File: src/design/crce_pkg.sv
// ----------------------------------------------------------------------------
// crce_pkg: shared types and constants for the programmable CRC block
// Payload structs for both channels, the control word of the cell chain
// and the configuration register indexes.
// ----------------------------------------------------------------------------
package crce_pkg;

  localparam int unsigned REM_W = 32;
  localparam int unsigned DEG_W = 6;
  localparam int unsigned CFG_IDX_W = 2;

  // Configuration register indexes
  localparam logic [CFG_IDX_W-1:0] CFG_GEN_DEGREE = 2'd0;
  localparam logic [CFG_IDX_W-1:0] CFG_GEN_TAPS   = 2'd1;
  localparam logic [CFG_IDX_W-1:0] CFG_CHECK_MODE = 2'd2;

  // Reset values of the configuration registers
  localparam logic [DEG_W-1:0] GEN_DEGREE_RST = 6'd3;
  localparam logic [REM_W-1:0] GEN_TAPS_RST   = 32'd3;

  typedef struct packed {
    logic data_bit;
    logic msg_end;
  } in_t;

  typedef struct packed {
    logic             out_bit;
    logic             out_last;
    logic             error_flag;
    logic [REM_W-1:0] remainder_value;
  } out_t;

  // Control word broadcast along the cell chain
  typedef struct packed {
    logic step;   // every cell takes its lower neighbor's bit (the lowest cell takes din)
    logic clear;  // every cell goes to zero
    logic fb;     // feedback bit, xored in where a tap is set
    logic din;    // bit entering the lowest cell
  } crce_ctrl_t;

endpackage

File: src/design/crce_cell.sv
// ----------------------------------------------------------------------------
// crce_cell: one bit of the remainder register
// Takes the bit of its lower neighbor, xors in the feedback where its
// generator tap is set, and reads as zero above the active degree.
// ----------------------------------------------------------------------------
module crce_cell (
  input  logic               clk,
  input  crce_pkg::crce_ctrl_t ctrl,
  input  logic               en,
  input  logic               tap,
  input  logic               prev,
  output logic               q,
  output logic               q_step
);

  logic q_reg;
  logic q_next;

  // Value of this bit after one step, zero above the active degree
  assign q_step = en & (prev ^ (ctrl.fb & tap));

  // Next value of this bit
  always_comb begin
    if (ctrl.clear) begin
      q_next = 1'b0;
    end else if (ctrl.step) begin
      q_next = q_step;
    end else begin
      q_next = q_reg;
    end
  end

  // Hold the bit
  always_ff @(posedge clk) begin
    q_reg <= q_next;
  end

  assign q = q_reg;

endmodule

File: src/design/crce_chain.sv
// ----------------------------------------------------------------------------
// crce_chain: row of remainder cells
// Each cell hands its bit to the next one up every step; the lowest cell
// takes the input bit. Exposes the current contents of the row and the
// contents after one step.
// ----------------------------------------------------------------------------
module crce_chain #(
  parameter int unsigned CELLS = 32
) (
  input  logic                 clk,
  input  crce_pkg::crce_ctrl_t ctrl,
  input  logic [CELLS-1:0]     en,
  input  logic [CELLS-1:0]     taps,
  output logic [CELLS-1:0]     cur,
  output logic [CELLS-1:0]     nxt
);

  logic [CELLS-1:0] prev;

  // Lowest cell takes the input bit, the others their lower neighbor
  assign prev = {cur[CELLS-1:0] << 1} | CELLS'(ctrl.din);

  for (genvar i = 0; i < CELLS; i++) begin : g_cell
    crce_cell u_cell (
      .clk    (clk),
      .ctrl   (ctrl),
      .en     (en[i]),
      .tap    (taps[i]),
      .prev   (prev[i]),
      .q      (cur[i]),
      .q_step (nxt[i])
    );
  end

endmodule

File: src/design/crce_outbuf.sv
// ----------------------------------------------------------------------------
// crce_outbuf: two-entry output buffer
// Output register plus one skid entry, so the producer can push one more
// item while the downstream side stalls.
// ----------------------------------------------------------------------------
module crce_outbuf (
  input  logic            clk,
  input  logic            rst,
  input  logic            push,
  input  crce_pkg::out_t  push_data,
  output logic            space,
  output logic            out_valid,
  input  logic            out_stall,
  output crce_pkg::out_t  out_data
);

  logic [1:0]     count;
  crce_pkg::out_t ent0;
  crce_pkg::out_t ent1;
  logic           pop;

  assign out_valid = (count != 2'd0);
  assign pop       = out_valid && !out_stall;
  assign space     = (count != 2'd2) || pop;
  assign out_data  = ent0;

  // Track the fill level
  always_ff @(posedge clk) begin
    if (rst) begin
      count <= 2'd0;
    end else if (push && !pop) begin
      count <= count + 2'd1;
    end else if (pop && !push) begin
      count <= count - 2'd1;
    end
  end

  // Move entries: head advances on pop, new item lands behind the last one
  always_ff @(posedge clk) begin
    if (pop) begin
      if (push && count == 2'd1) begin
        ent0 <= push_data;
      end else begin
        ent0 <= ent1;
      end
      if (push && count == 2'd2) begin
        ent1 <= push_data;
      end
    end else if (push) begin
      if (count == 2'd0) begin
        ent0 <= push_data;
      end else begin
        ent1 <= push_data;
      end
    end
  end

endmodule

File: src/design/programmable_crc_encode_check_top.sv
// ----------------------------------------------------------------------------
// Output: each result is registered in the output buffer before it shows.
// Throughput: one data bit per cycle; in encode mode the message end is
// followed by one trailer bit per check bit (the clamped degree) while the
// remainder shifts out of the cell row and the input is stalled. A full
// two-entry output buffer that is not being drained also stalls input and trailer.
// Reset: synchronous; clears the cell row and control state, loads degree 3,
// taps 3 and encode mode.
// ----------------------------------------------------------------------------
// programmable_crc_encode_check_top: bit-serial CRC encoder and checker
// Programmable generator of degree 1 to the smaller of MAX_DEGREE and 32, held in a row of cells.
// ----------------------------------------------------------------------------
module programmable_crc_encode_check_top #(
  parameter int unsigned MAX_DEGREE = 32
) (
  input  logic                                clk,
  input  logic                                rst,
  input  logic                                in_valid,
  output logic                                in_stall,
  input  crce_pkg::in_t                       in_data,
  output logic                                out_valid,
  input  logic                                out_stall,
  output crce_pkg::out_t                      out_data,
  input  logic                                cfg_we,
  input  logic [crce_pkg::CFG_IDX_W-1:0]      cfg_index,
  input  logic [crce_pkg::REM_W-1:0]          cfg_wdata
);

  localparam int unsigned CELLS = (MAX_DEGREE < crce_pkg::REM_W) ? MAX_DEGREE
                                                                 : crce_pkg::REM_W;

  typedef enum logic {ST_DATA, ST_TRAIL} state_t;

  state_t                        state;
  logic [crce_pkg::DEG_W-1:0]    gen_degree;
  logic [crce_pkg::REM_W-1:0]    gen_taps;
  logic                          check_mode;
  logic [crce_pkg::DEG_W-1:0]    cnt;
  logic [CELLS-1:0]              rem_hold;

  logic [crce_pkg::DEG_W-1:0]    deg;
  logic [CELLS-1:0]              en;
  logic [CELLS-1:0]              sel;
  logic [CELLS-1:0]              cur;
  logic [CELLS-1:0]              nxt;
  logic                          top_bit;
  logic                          trailing;
  logic                          space;
  logic                          accept;
  logic                          push;
  crce_pkg::out_t                push_data;
  crce_pkg::crce_ctrl_t          ctrl;

  // Configuration registers
  always_ff @(posedge clk) begin
    if (rst) begin
      gen_degree <= crce_pkg::GEN_DEGREE_RST;
      gen_taps   <= crce_pkg::GEN_TAPS_RST;
      check_mode <= 1'b0;
    end else if (cfg_we) begin
      unique case (cfg_index)
        crce_pkg::CFG_GEN_DEGREE: gen_degree <= cfg_wdata[crce_pkg::DEG_W-1:0];
        crce_pkg::CFG_GEN_TAPS:   gen_taps   <= cfg_wdata;
        crce_pkg::CFG_CHECK_MODE: check_mode <= cfg_wdata[0];
        default: ;
      endcase
    end
  end

  // Clamp the degree to 1..CELLS
  always_comb begin
    if (gen_degree == '0) begin
      deg = crce_pkg::DEG_W'(1);
    end else if (gen_degree > crce_pkg::DEG_W'(CELLS)) begin
      deg = crce_pkg::DEG_W'(CELLS);
    end else begin
      deg = gen_degree;
    end
  end

  // Active cells and the top cell of the current degree
  always_comb begin
    for (int i = 0; i < CELLS; i++) begin
      en[i]  = (crce_pkg::DEG_W'(i) < deg);
      sel[i] = (crce_pkg::DEG_W'(i + 1) == deg);
    end
  end

  assign top_bit  = |(cur & sel);
  assign trailing = (state == ST_TRAIL);
  assign in_stall = trailing || !space;
  assign accept   = in_valid && !in_stall;

  // Drive the cell row; reset and a checked message end clear it
  always_comb begin
    ctrl.clear = rst || (accept && check_mode && in_data.msg_end);
    ctrl.step  = (accept && !(check_mode && in_data.msg_end)) || (trailing && space);
    if (trailing) begin
      ctrl.fb  = 1'b0;
      ctrl.din = 1'b0;
    end else if (check_mode) begin
      ctrl.fb  = top_bit;
      ctrl.din = in_data.data_bit;
    end else begin
      ctrl.fb  = top_bit ^ in_data.data_bit;
      ctrl.din = 1'b0;
    end
  end

  crce_chain #(.CELLS(CELLS)) u_chain (
    .clk  (clk),
    .ctrl (ctrl),
    .en   (en),
    .taps (gen_taps[CELLS-1:0]),
    .cur  (cur),
    .nxt  (nxt)
  );

  // Build the result item: trailer bit, check report or echo
  always_comb begin
    push = (trailing && space) || (accept && (!check_mode || in_data.msg_end));
    if (trailing) begin
      push_data.out_bit         = top_bit;
      push_data.out_last        = (cnt == crce_pkg::DEG_W'(1));
      push_data.error_flag      = 1'b0;
      push_data.remainder_value = crce_pkg::REM_W'(rem_hold);
    end else if (check_mode) begin
      push_data.out_bit         = 1'b0;
      push_data.out_last        = 1'b1;
      push_data.error_flag      = |(nxt & en);
      push_data.remainder_value = crce_pkg::REM_W'(nxt & en);
    end else begin
      push_data.out_bit         = in_data.data_bit;
      push_data.out_last        = 1'b0;
      push_data.error_flag      = 1'b0;
      push_data.remainder_value = '0;
    end
  end

  // Sequence the trailer after an encoded message
  always_ff @(posedge clk) begin
    if (rst) begin
      state <= ST_DATA;
      cnt   <= '0;
    end else begin
      unique case (state)
        ST_DATA: begin
          if (accept && !check_mode && in_data.msg_end) begin
            state <= ST_TRAIL;
            cnt   <= deg;
          end
        end
        ST_TRAIL: begin
          if (space) begin
            cnt <= cnt - crce_pkg::DEG_W'(1);
            if (cnt == crce_pkg::DEG_W'(1)) begin
              state <= ST_DATA;
            end
          end
        end
        default: state <= ST_DATA;
      endcase
    end
  end

  // Keep the final remainder for the trailer items
  always_ff @(posedge clk) begin
    if (accept && !check_mode && in_data.msg_end) begin
      rem_hold <= nxt & en;
    end
  end

  crce_outbuf u_outbuf (
    .clk       (clk),
    .rst       (rst),
    .push      (push),
    .push_data (push_data),
    .space     (space),
    .out_valid (out_valid),
    .out_stall (out_stall),
    .out_data  (out_data)
  );

endmodule

File: config.mk
export PLATFORM = sky130hd
export DESIGN_NAME = programmable_crc_encode_check_top
export DESIGN_NICKNAME = d
export VERILOG_FILES = /design/src/design/crce_pkg.sv /design/src/design/crce_cell.sv /design/src/design/crce_chain.sv /design/src/design/crce_outbuf.sv /design/src/design/programmable_crc_encode_check_top.sv
export SDC_FILE = /design/constraint.sdc
export NUM_CORES = 1
export LEC_CHECK = 0
export ABC_AREA = 1
export CORE_MARGIN = 5
export CORE_UTILIZATION = 60
export DETAILED_ROUTE_END_ITERATION = 6
export DONT_BUFFER_PORTS = 1
export MAX_ROUTING_LAYER = met4
export PLACE_DENSITY = 0.85
export SYNTH_ARGS = -nofsm -noshare
export SYNTH_HDL_FRONTEND = slang
export SYNTH_HIERARCHICAL = 1
export SYNTH_SLANG_ARGS = --single-unit
File: constraint.sdc
create_clock -name clk -period 9.05 [get_ports clk]
set_input_delay 1.81 -clock clk [delete_from_list [all_inputs] [get_ports clk]]
set_output_delay 1.81 -clock clk [all_outputs]
set_load 0.05 [all_outputs]
==> Word level (Yosys, flattened, before mapping) <==
Cells that the tools add are included.
{ "word_totals": {"out_inout_bits": 37, "ff_bits": 182, "wordCells": 291, "in_bits": 41} }
{ "op_classes": {"reduce_logical": 42, "eq_ne": 42, "n_bitwise": 101, "addsub": 3, "mux": 23, "order_cmp": 33} }
{ "ops": {"columns": ["cell", "count"], "rows": [
  ["2-to-1 mux 35 bit", 10],
  ["equality test 5 x 6 -> 1 bit, first input constant", 16],
  ["less-than comparator 5 x 6 -> 1 bit, first input constant", 16],
  ["AND 1 bit", 64],
  ["AND 32 bit", 2],
  ["OR reduction 32 bit", 2],
  ["equality test 4 x 6 -> 1 bit, first input constant", 8],
  ["less-than comparator 4 x 6 -> 1 bit, first input constant", 8],
  ["XOR 1 bit", 33],
  ["bitwise OR 32 x 1 -> 32 bit", 1],
  ["equality test 3 x 6 -> 1 bit, first input constant", 4],
  ["less-than comparator 3 x 6 -> 1 bit, first input constant", 4],
  ["2-to-1 mux 6 bit", 4],
  ["logical AND 1 bit", 14],
  ["equality test 2 x 6 -> 1 bit, first input constant", 2],
  ["less-than comparator 1 x 6 -> 1 bit, first input constant", 2],
  ["less-than comparator 2 x 6 -> 1 bit, first input constant", 2],
  ["case mux 6 bit (2 select lines)", 1],
  ["AND reduction 2 bit", 5],
  ["2-to-1 mux 2 bit", 4],
  ["nonzero test 2 bit", 4],
  ["zero test 1 bit", 7],
  ["equality test 1 x 6 -> 1 bit, first input constant", 1],
  ["equality test 6 x 1 -> 1 bit, second input constant", 1],
  ["16 further kinds", 29]
]} }

==> Logic depth before layout (Yosys ltp) <==
Gate-level depths: netlist (run 1).
{ "logic_depth": {"word_depth": 19, "mapped_depth": 27, "depth_no_buf": 26} }

==> Modules after synthesis <==
Netlist (run 1), hierarchy kept.
{ "by_module_without_submodules": {"columns": ["module", "n_inst", "area_each_um2", "seq_area_each_um2", "cells_per_inst"], "rows": [
  ["programmable_crc_encode_check_top", 1, 4219.0, 1881.8, 592],
  ["crce_outbuf", 1, 2839.0, 2142.1, 217],
  ["crce_cell", 32, 66.3, 20.0, 9]
]} }

==> Worst setup path after synthesis (run 1) <==
No wires, ideal clock.
{ "synth_path": {"path_kind": "input to register", "startpoint": "input out_stall", "endpoint": "register u_chain.g_cell[0].u_cell.q_reg", "stages": 7, "arrival_ns": 7.700, "setup_slack_ns": 1.225, "path_buffers": 0, "setup_time_ns": 0.125, "t_required_ns": 8.925, "cell_sequence": "nor2_8 -> inv_1 -> nand2_1 -> nand3_1 -> o21ai_0 -> o21bai_1 -> a21oi_2"} }
{ "synth_lines": {"columns": ["element", "line", "rtl"], "rows": [
  ["start: declaration", "programmable_crc_encode_check_top.sv:22", "input logic out_stall,"],
  ["end signal: assignment", "crce_cell.sv:35", "q_reg <= q_next;"],
  ["end: declaration", "crce_cell.sv:16", "logic q_reg;"]
]} }

==> Final worst setup path (run 1) <==
{ "layout_path": {"startpoint": "input out_stall", "endpoint": "register u_outbuf/ent1[30] (netlist name) (enable)"} }
{ "layout_via": {"elab_chain_cells": 12, "elab_cells_between_ends": 15, "classes_between": "eq/ne: 2; reduce/logical: 13"} }
{ "layout_lines": {"columns": ["element", "line", "rtl"], "rows": [
  ["zero test 1 bit *", "crce_outbuf.sv:23", "assign pop = out_valid && !out_stall;"],
  ["logical AND 1 bit *", "crce_outbuf.sv:23", null],
  ["logical OR 1 bit *", "crce_outbuf.sv:24", "assign space = (count != 2'd2) || pop;"],
  ["net space", "programmable_crc_encode_check_top.sv:48", "logic space;"],
  ["zero test 1 bit", "programmable_crc_encode_check_top.sv:91", "assign in_stall = trailing || !space;"],
  ["logical OR 1 bit", "programmable_crc_encode_check_top.sv:91", null],
  ["zero test 1 bit", "programmable_crc_encode_check_top.sv:92", "assign accept = in_valid && !in_stall;"],
  ["logical AND 1 bit", "programmable_crc_encode_check_top.sv:92", null],
  ["logical AND 1 bit", "programmable_crc_encode_check_top.sv:121", "push = (trailing && space) || (accept && (!check_mode || in_data.msg_end));"],
  ["logical OR 1 bit *", "programmable_crc_encode_check_top.sv:121", null],
  ["net push", "programmable_crc_encode_check_top.sv:50", "logic push;"],
  ["logical AND 1 bit", "crce_outbuf.sv:46", "if (push && count == 2'd2) begin"],
  ["!= test 2 bit (no line)", null, null],
  ["AND reduction 3 bit (no line) *", null, null],
  ["end signal: assignment", "crce_outbuf.sv:47", "ent1 <= push_data;"],
  ["end signal: assignment", "crce_outbuf.sv:53", "ent1 <= push_data;"],
  ["end: declaration", "crce_outbuf.sv:19", "crce_pkg::out_t ent1;"]
]} }
The timed path passes the listed nets; every way through them passes the cells marked *.
A chain may end at the register's enable or synchronous reset.

==> impl_summary.txt, run 1 <==
----------------------------------------------------
[Detailed routing]
  Overall routed net length ... 20000 um
  Per-cell via count in the routed design ... 5.64
  Violation count after the first detailed-route iteration ... 925
  Total vias in the final route ... 7264
  Residual DRC count ... 0
  Count of nets left with antenna violations after detail routing ... 0
  Number of detailed-route iterations in the first pass ... 6
  Average wire per cell in the routed design ... 15.6 um

[STA]
  Crit share post-route ... 52.7%
  Min Clock Period, post-route ... 4.77 ns
  Minimum setup slack in the final design ... 4.28 ns
  RSZ-0062 raised after global routing ... false
  Transition time at the pin with the least slew margin ... 1.22 ns
  Worst slew margin relative to its limit ... 18.8%
  Final Skew ... 0.00964 ns
  Final hold violation count ... 0
  Sum of negative setup slack ... 0 ns
  Number of endpoints failing setup at the final stage ... 0
  Count of pins over their slew limit ... 0
  Worst-case hold slack ... 0.485 ns
  Maximum clock frequency ... 210 MHz

[Die]
  Number of placed I/O pins ... 78
  Die ar. ... 17900 sq um
  Initial Util ... 60.8%
  Die Width ... 134 um
  Core ar. ... 15100 sq um
  Number of placement rows ... 45
  Vertical die dimension ... 134 um

[Setup path]
  Family with the most delay on the worst path ... buffers and inverters
  Slowest cell on the critical path ... inv_1
  Worst-path cell chain ... nor2_8 -> inv_1 -> nand2_1 -> nand3_1 -> o21ai_0 -> inv_1 -> ha_1 -> nor2_1 -> o21ai_0 -> inv_1
  Number of buffer and inverter stages on the critical path ... 3
  Endpoint required time on the critical path ... 9.10 ns
  CP max FO ... 37
  Crit path DAT ... 4.82 ns
  Startpoint-to-endpoint class of the critical path ... primary input to flip-flop
  Dominant cell type by count on the critical path ... inv_1
  Capturing element type of the critical path ... flip-flop
  Startpoint type of the worst setup path ... primary input
  Delay of the slowest cell on the worst path ... 0.88 ns

[Synth]
  Post-synthesis register bit count ... 182
  Seq/Total Area, Yosys ... 50.8%
  Cell types occupying the most area after synthesis ... edfxtp_1 33%, dfxtp_1 17%, nand2_1 10%, nand3_1 6.1%, inv_1 5.6%
  Count of unique library cells instantiated by Yosys ... 32
  Post-synthesis cell area ... 9180 sq um
  Leading area contributor after synthesis ... edfxtp_1
  Total nets after synthesis ... 1145
  Synthesized area per cell ... 8.37 sq um
  Post-synthesis cell count ... 1097
  Yosys synthesis warning count ... 6
  Synth top area share ... 33.4%

[GRT]
  Maximum number of pins on one net before global-route repair ... 65
  Fraction of met3 tracks used by global routing ... 5.06%
  Total global routing overflow ... 0
  Global-route wire length before repair ... 32500 um
  All-Layer GR Usage ... 23.2%
  Antenna violations before repair ... 0
  Vias in the first global route ... 6651
  Met1 demand-to-capacity share in global routing ... 30.9%
  Global routing usage on met2 ... 34.8%
  Highest-utilization routing layer at the global route stage ... met2

[Cells and area]
  Proportion of layout cells with a drive suffix above 1 ... 12.3%
  Sequential cell area in the final layout ... 4660 sq um
  Antenna diode instance count ... 0
  Layout Nets ... 1136
  Total non-filler cell area in the finished layout ... 9920 sq um
  Area taken by multi-input logic gates ... 3820 sq um
  Layout Area Growth over Synthesis ... 8.01%
  Commonest cells after routing, fill and taps aside ... 247 x nand2_1, 137 x inv_1, 115 x nor2_1, 111 x nand3_1, 102 x edfxtp_1
  Most common library cell in the layout ignoring fill and taps ... nand2_1
  Number of fill cells ... 1212

[Clocking]
  Number of buffers created by CTS ... 17
  Post-cts repair resize count ... 0
  Maximum level of the CTS H-tree ... 4
  CTS Root Cell ... clkbuf_16
  Number of hold buffers added after CTS ... 0
  Clock tree buffer depth ... 2
  Total setup buffers inserted after CTS ... 0
  Clk pin slew, worst setup/hold paths ... 0.07 ns
  Clock tree from TritonCTS ... yes
  Number of sinks handled by clock tree synthesis ... 182
  Worst-skew pair later-pin latency ... 0.44 ns

[Place]
  Number of buffer cells added on primary ports ... 0
  Pre-CTS worst setup slack ... 3.92 ns
  Weighted congestion reported at the end of routability-driven placement ... 0.949
  Placed cell areas ... 9320 sq um
  Final HPWL from detailed placement ... 13600 um

[Pwr]
  Part of the total power dissipated in the clock network ... 27.2%
  Fraction of power consumed by combinational cells ... 20.8%
  Power Density ... 281 nW/um^2
  Sw Share ... 39.1%
  P_leak ... 4.48 nW
  Switching power total ... 1.09 mW
  Sequential share of power ... 52.0%
  Cell internal power dissipation ... 1.70 mW
  Largest voltage drop on the vdd net ... 0.160 mV

[Status]
  Outcome ... finished, final reports clean

[Min path]
  Path category of the worst min-delay check ... flip-flop to flip-flop

[Run]
  Number of max-cap violations ... 0

----------------------------------------------------
cell usage after synthesis (all sizes together):
master / number
clkbuf: 20
a21oi: 57
nor3: 2
nand3b: 3
edfxtp: 102
conb: 1
xnor2: 1
nand2: 252
dfxtp: 80
nand4: 17
nand3: 146
xor2: 1
o22ai: 1
nor2: 128
inv: 144
o211ai: 2
o221a: 1
buf: 15
a221oi: 1
o21bai: 32
ha: 7
o21ai: 84
metal layers:
metal / vias up / share of wire (%)
li1: 3603 / -
met1: 3299 / 44
met2: 309 / 45
met3: 53 / 7.8
met4: 0 / 2.3
met5: - / 0
stage by stage:
step	cells	util, %	total power [mW]
floorplan	1097	-	1.93
global placement	1257	61.7	2.02
detailed placement	1257	61.7	2.04
CTS	1288	65.7	2.79
global route	1288	65.7	2.92
finish	1288	65.7	2.79
power groups by stage:
stage | logic (mW) | registers [mW] | clock network [mW]
after global placement | 0.554 | 1.46 | 0
after global routing | 0.651 | 1.47 | 0.805
after detailed placement | 0.571 | 1.47 | 0
after floorplan | 0.479 | 1.45 | 0
final | 0.579 | 1.45 | 0.758
after CTS | 0.577 | 1.45 | 0.763
kinds of logic after synthesis:
kind of cell / synth area share [%]
fa+ha+maj: 0.954
other cells: 0.0408
flops: 50.8
compound gates: 12.2
buf+inv: 7.93
xor+xnor: 0.191
simple gates: 27.9
worst reg2reg max path, cell delays in order (launching register included):
cell	delay, ns
dfxtp_1	0.41
inv_2	0.30
nand2_2	0.24
nand2_1	0.26
nor2_1	0.11
nand3_1	0.09
nand2_1	0.06
inv_1	0.07
nand3_1	0.08
nor2_1	0.14
nand2_1	0.11
nor2_2	0.19
nor2_1	0.09
nor2_4	0.54
buf_4	0.47
nand3_1	0.19
nand3_2	0.14
inv_1	0.05
nand2_1	0.14
nand4_1	0.11
nor2_1	0.12
nand2_1	0.07
nor2_1	0.10
nor2_1	0.07
nand2_1	0.12
nand2_1	0.07
area by class of cell:
| type | count | area share, % |
|---|---|---|
| clock buffers | 19 | 4.37 |
| clock inverters | 12 | 1.69 |
| inverters | 144 | 5.45 |
| multi-input cells | 736 | 38.5 |
| flip-flops and latches | 182 | 47.0 |
| well taps | 188 | 2.37 |
| repair buffers | 7 | 0.530 |
final timing paths:
path                           endpoint  slack [ns]  depth (start not counted)     startpoint
setup / recovery      u_outbuf/ent1[30]        4.28                         10      out_stall
hold / removal              gen_taps[0]        0.48                          2    gen_taps[0]
setup reg to reg  u_outbuf/out_data[32]        4.49                         25  gen_degree[5]
hold reg to reg             gen_taps[0]        0.48                          2    gen_taps[0]
(Power assumes the default switching activity.)
==> inputs of run 2 (changes only) <==
- CORE_UTILIZATION: 60 -> 58
- clock period: 9.05 -> 4.2 ns (I/O delays scaled with it)
==> impl_summary.txt, run 2 (synthesis gave the netlist of run 1 again) <==
----------------------------------------------------
[Die]
  Die Width ... 136 um (+1.6%)
  Number of placement rows ... 46 (+2.2%)
  Vertical die dimension ... 136 um (+1.6%)
  Die ar. ... 18400 sq um (+3.2%)
  Initial Util ... 58.4% (-2.4 points)
  Number of placed I/O pins ... 78 (unchanged)
  Core ar. ... 15700 sq um (+4.1%)

[Cells and area]
  Layout Area Growth over Synthesis ... 9.31%
  Most common library cell in the layout ignoring fill and taps ... nand2_1
  Total non-filler cell area in the finished layout ... 10000 sq um (+1.2%)
  Commonest cells after routing, fill and taps aside ... 247 x nand2_1, 137 x inv_1, 115 x nor2_1, 111 x nand3_1, 102 x edfxtp_1
  Layout Nets ... 1151 (+1.3%)
  Number of fill cells ... 1298 (+7.1%)
  Number of standard cells in the layout, taps in and fillers out ... 1331 (+3.3%)
  Proportion of layout cells with a drive suffix above 1 ... 13.5% (+1.3 points)
  Antenna diode instance count ... 0 (unchanged)

[Place]
  Weighted congestion reported at the end of routability-driven placement ... 0.950 (+0.11%)
  Final HPWL from detailed placement ... 15800 um (+16%)
  Placed cell areas ... 9450 sq um (+1.5%)
  Number of buffer cells added on primary ports ... 0 (unchanged)
  Total placed cells including tap cells ... 1297 (+3.2%)

[STA]
  Transition time at the pin with the least slew margin ... 1.20 ns (-0.0156 ns)
  Final Skew ... 0.0153 ns (+0.00568 ns)
  Worst slew margin relative to its limit ... 19.9% (+1.0 points)
  Maximum clock frequency ... 265 MHz
  Sum of negative setup slack ... 0 ns (unchanged)
  Final hold violation count ... 0 (unchanged)
  Crit share post-route ... 89.9%
  Min Clock Period, post-route ... 3.77 ns
  Number of endpoints failing setup at the final stage ... 0 (unchanged)
  RSZ-0062 raised after global routing ... false
  Count of pins over their slew limit ... 0 (unchanged)
  Worst-case hold slack ... 0.466 ns (-0.0191 ns)

[Pwr]
  Power Density ... 596 nW/um^2 (+110%)
  Cell internal power dissipation ... 3.54 mW (+110%)
  P_leak ... 4.54 nW (+1.4%)
  Sw Share ... 40.8% (+1.7 points)
  Sum of internal, switching and leakage power ... 5.98 mW (+110%)
  Largest voltage drop on the vdd net ... 0.315 mV (+97%)
  Fraction of power consumed by combinational cells ... 22.6% (+1.8 points)
  Part of the total power dissipated in the clock network ... 24.9% (-2.3 points)
  Switching power total ... 2.44 mW (+120%)
  Sequential share of power ... 52.4% (+0.4 points)

[Run]
  Number of max-cap violations ... 0 (unchanged)

[GRT]
  Total global routing overflow ... 0 (unchanged)
  Maximum number of pins on one net before global-route repair ... 44 (-32%)
  Vias in the first global route ... 6931 (+4.2%)
  Global-route wire length before repair ... 36100 um (+11%)
  Antenna violations before repair ... 0 (unchanged)
  All-Layer GR Usage ... 25.8% (+2.6 points)

[Clocking]
  Clock tree from TritonCTS ... yes
  Worst-skew pair later-pin latency ... 0.44 ns (about the same)
  Number of hold buffers added after CTS ... 0 (unchanged)
  Number of buffers created by CTS ... 17 (unchanged)
  CTS Root Cell ... clkbuf_16
  Number of sinks handled by clock tree synthesis ... 182 (unchanged)
  Clock tree buffer depth ... 2 (unchanged)
  Clk pin slew, worst setup/hold paths ... 0.07 ns (about the same)
  Maximum level of the CTS H-tree ... 4 (unchanged)

[Detailed routing]
  Violation count after the first detailed-route iteration ... 735 (-21%)
  Residual DRC count ... 0 (unchanged)
  Per-cell via count in the routed design ... 5.58 (-1.1%)
  Overall routed net length ... 22300 um (+12%)
  Total vias in the final route ... 7426 (+2.2%)
  Average wire per cell in the routed design ... 16.8 um (+7.9%)
  Count of nets left with antenna violations after detail routing ... 0 (unchanged)
  Number of detailed-route iterations in the first pass ... 5 (-1)

[Setup path]
  Startpoint-to-endpoint class of the critical path ... flip-flop to flip-flop
  Startpoint type of the worst setup path ... flip-flop
  Crit path DAT ... 3.97 ns (-0.85 ns)
  Endpoint required time on the critical path ... 4.39 ns (-4.71 ns)
  CP max FO ... 30 (-19%)
  Slack of the worst reg-to-reg path ... 0.43 ns (-4.06 ns)
  Capturing element type of the critical path ... flip-flop

[Min path]
  Path category of the worst min-delay check ... primary input to flip-flop

[Status]
  Outcome ... finished, final reports clean

----------------------------------------------------
[run 2: cell types whose count changed in the layout (fill, tap and decap cells not counted), sizes merged]
cell,delta
buf,+15
clkinv,+5
bufinv,-3
clkbuf,-2
clkinvlp,-1
inv,+1
[run 2: per-layer routing]
| layer | GRT usage [%] | wire (um) | vias to the layer above |
|---|---|---|---|
| met5 | - | 0 | - |
| met4 | 9.80 | 630 | 0 |
| met3 | 4.29 | 1330 | 44 |
| met2 | 40.1 | 10400 | 291 |
| met1 | 34.2 | 9940 | 3456 |
| li1 | - | - | 3635 |
[run 2: metrics by stage]
stage	utilization [%]	setup WS, ns
2_1_floorplan	-	0.364
3_3_place_gp	60.2	0.384
3_5_place_dp	60.2	0.359
4_1_cts	63.6	0.331
5_1_grt	63.9	0.125
6_report	63.9	0.425
[run 2: final timing paths]
| path | end | startpoint | depth (start not counted) |
|---|---|---|---|
| min | cnt[2] | rst | 1 |
| max reg2reg | u_outbuf/out_data[32] | gen_degree[5] | 27 |
| max | u_outbuf/out_data[32] | gen_degree[5] | 27 |
| min reg2reg | cnt[2] | cnt[2] | 2 |
[run 2: layout make-up]
type	instances	area, sq um	share of cell area (%)
timing repair buffer	22	190	1.90
clock buffer	17	425	4.24
clock inverter	14	121	1.21
inverter	144	541	5.39
multi-input combinational	736	3820	38.1
tap	216	270	2.69
sequential	182	4660	46.5
[run 2: repair_timing]
item	4_1_cts	5_1_grt
gates resized for setup	0	0
setup endpoints to repair	0	1
setup buffers	0	3
[run 2: worst max-delay path, cell delays in order, from the launching register on]
cell and delay, ns:
dfxtp_1 0.48, inv_2 0.22, nand2_2 0.25, nand2_1 0.20, nor2_1 0.22, nand3_1 0.12, nand2_1 0.07, inv_1 0.04
nand3_1 0.06, nor2_1 0.05, nand2_1 0.08, nor2_2 0.05, nand2_1 0.05, nand2_1 0.08, nor2_4 0.15, buf_12 0.15
buf_12 0.18, nand3_1 0.11, nand3_2 0.09, inv_1 0.05, nand3_1 0.19, nand4_1 0.11, nor2_1 0.14, nand2_1 0.08
nor2_1 0.08, nor2_1 0.05, nand2_1 0.08, nand2_1 0.05
[run 2: power by group through the flow]
stage | sequential [mW] | clock, mW | combinational [mW]
2_1_floorplan | 3.11 | 0 | 1.02
4_1_cts | 3.14 | 1.51 | 1.32
6_report | 3.13 | 1.49 | 1.35
3_5_place_dp | 3.17 | 0 | 1.31
3_3_place_gp | 3.16 | 0 | 1.27
5_1_grt | 3.17 | 1.58 | 1.50
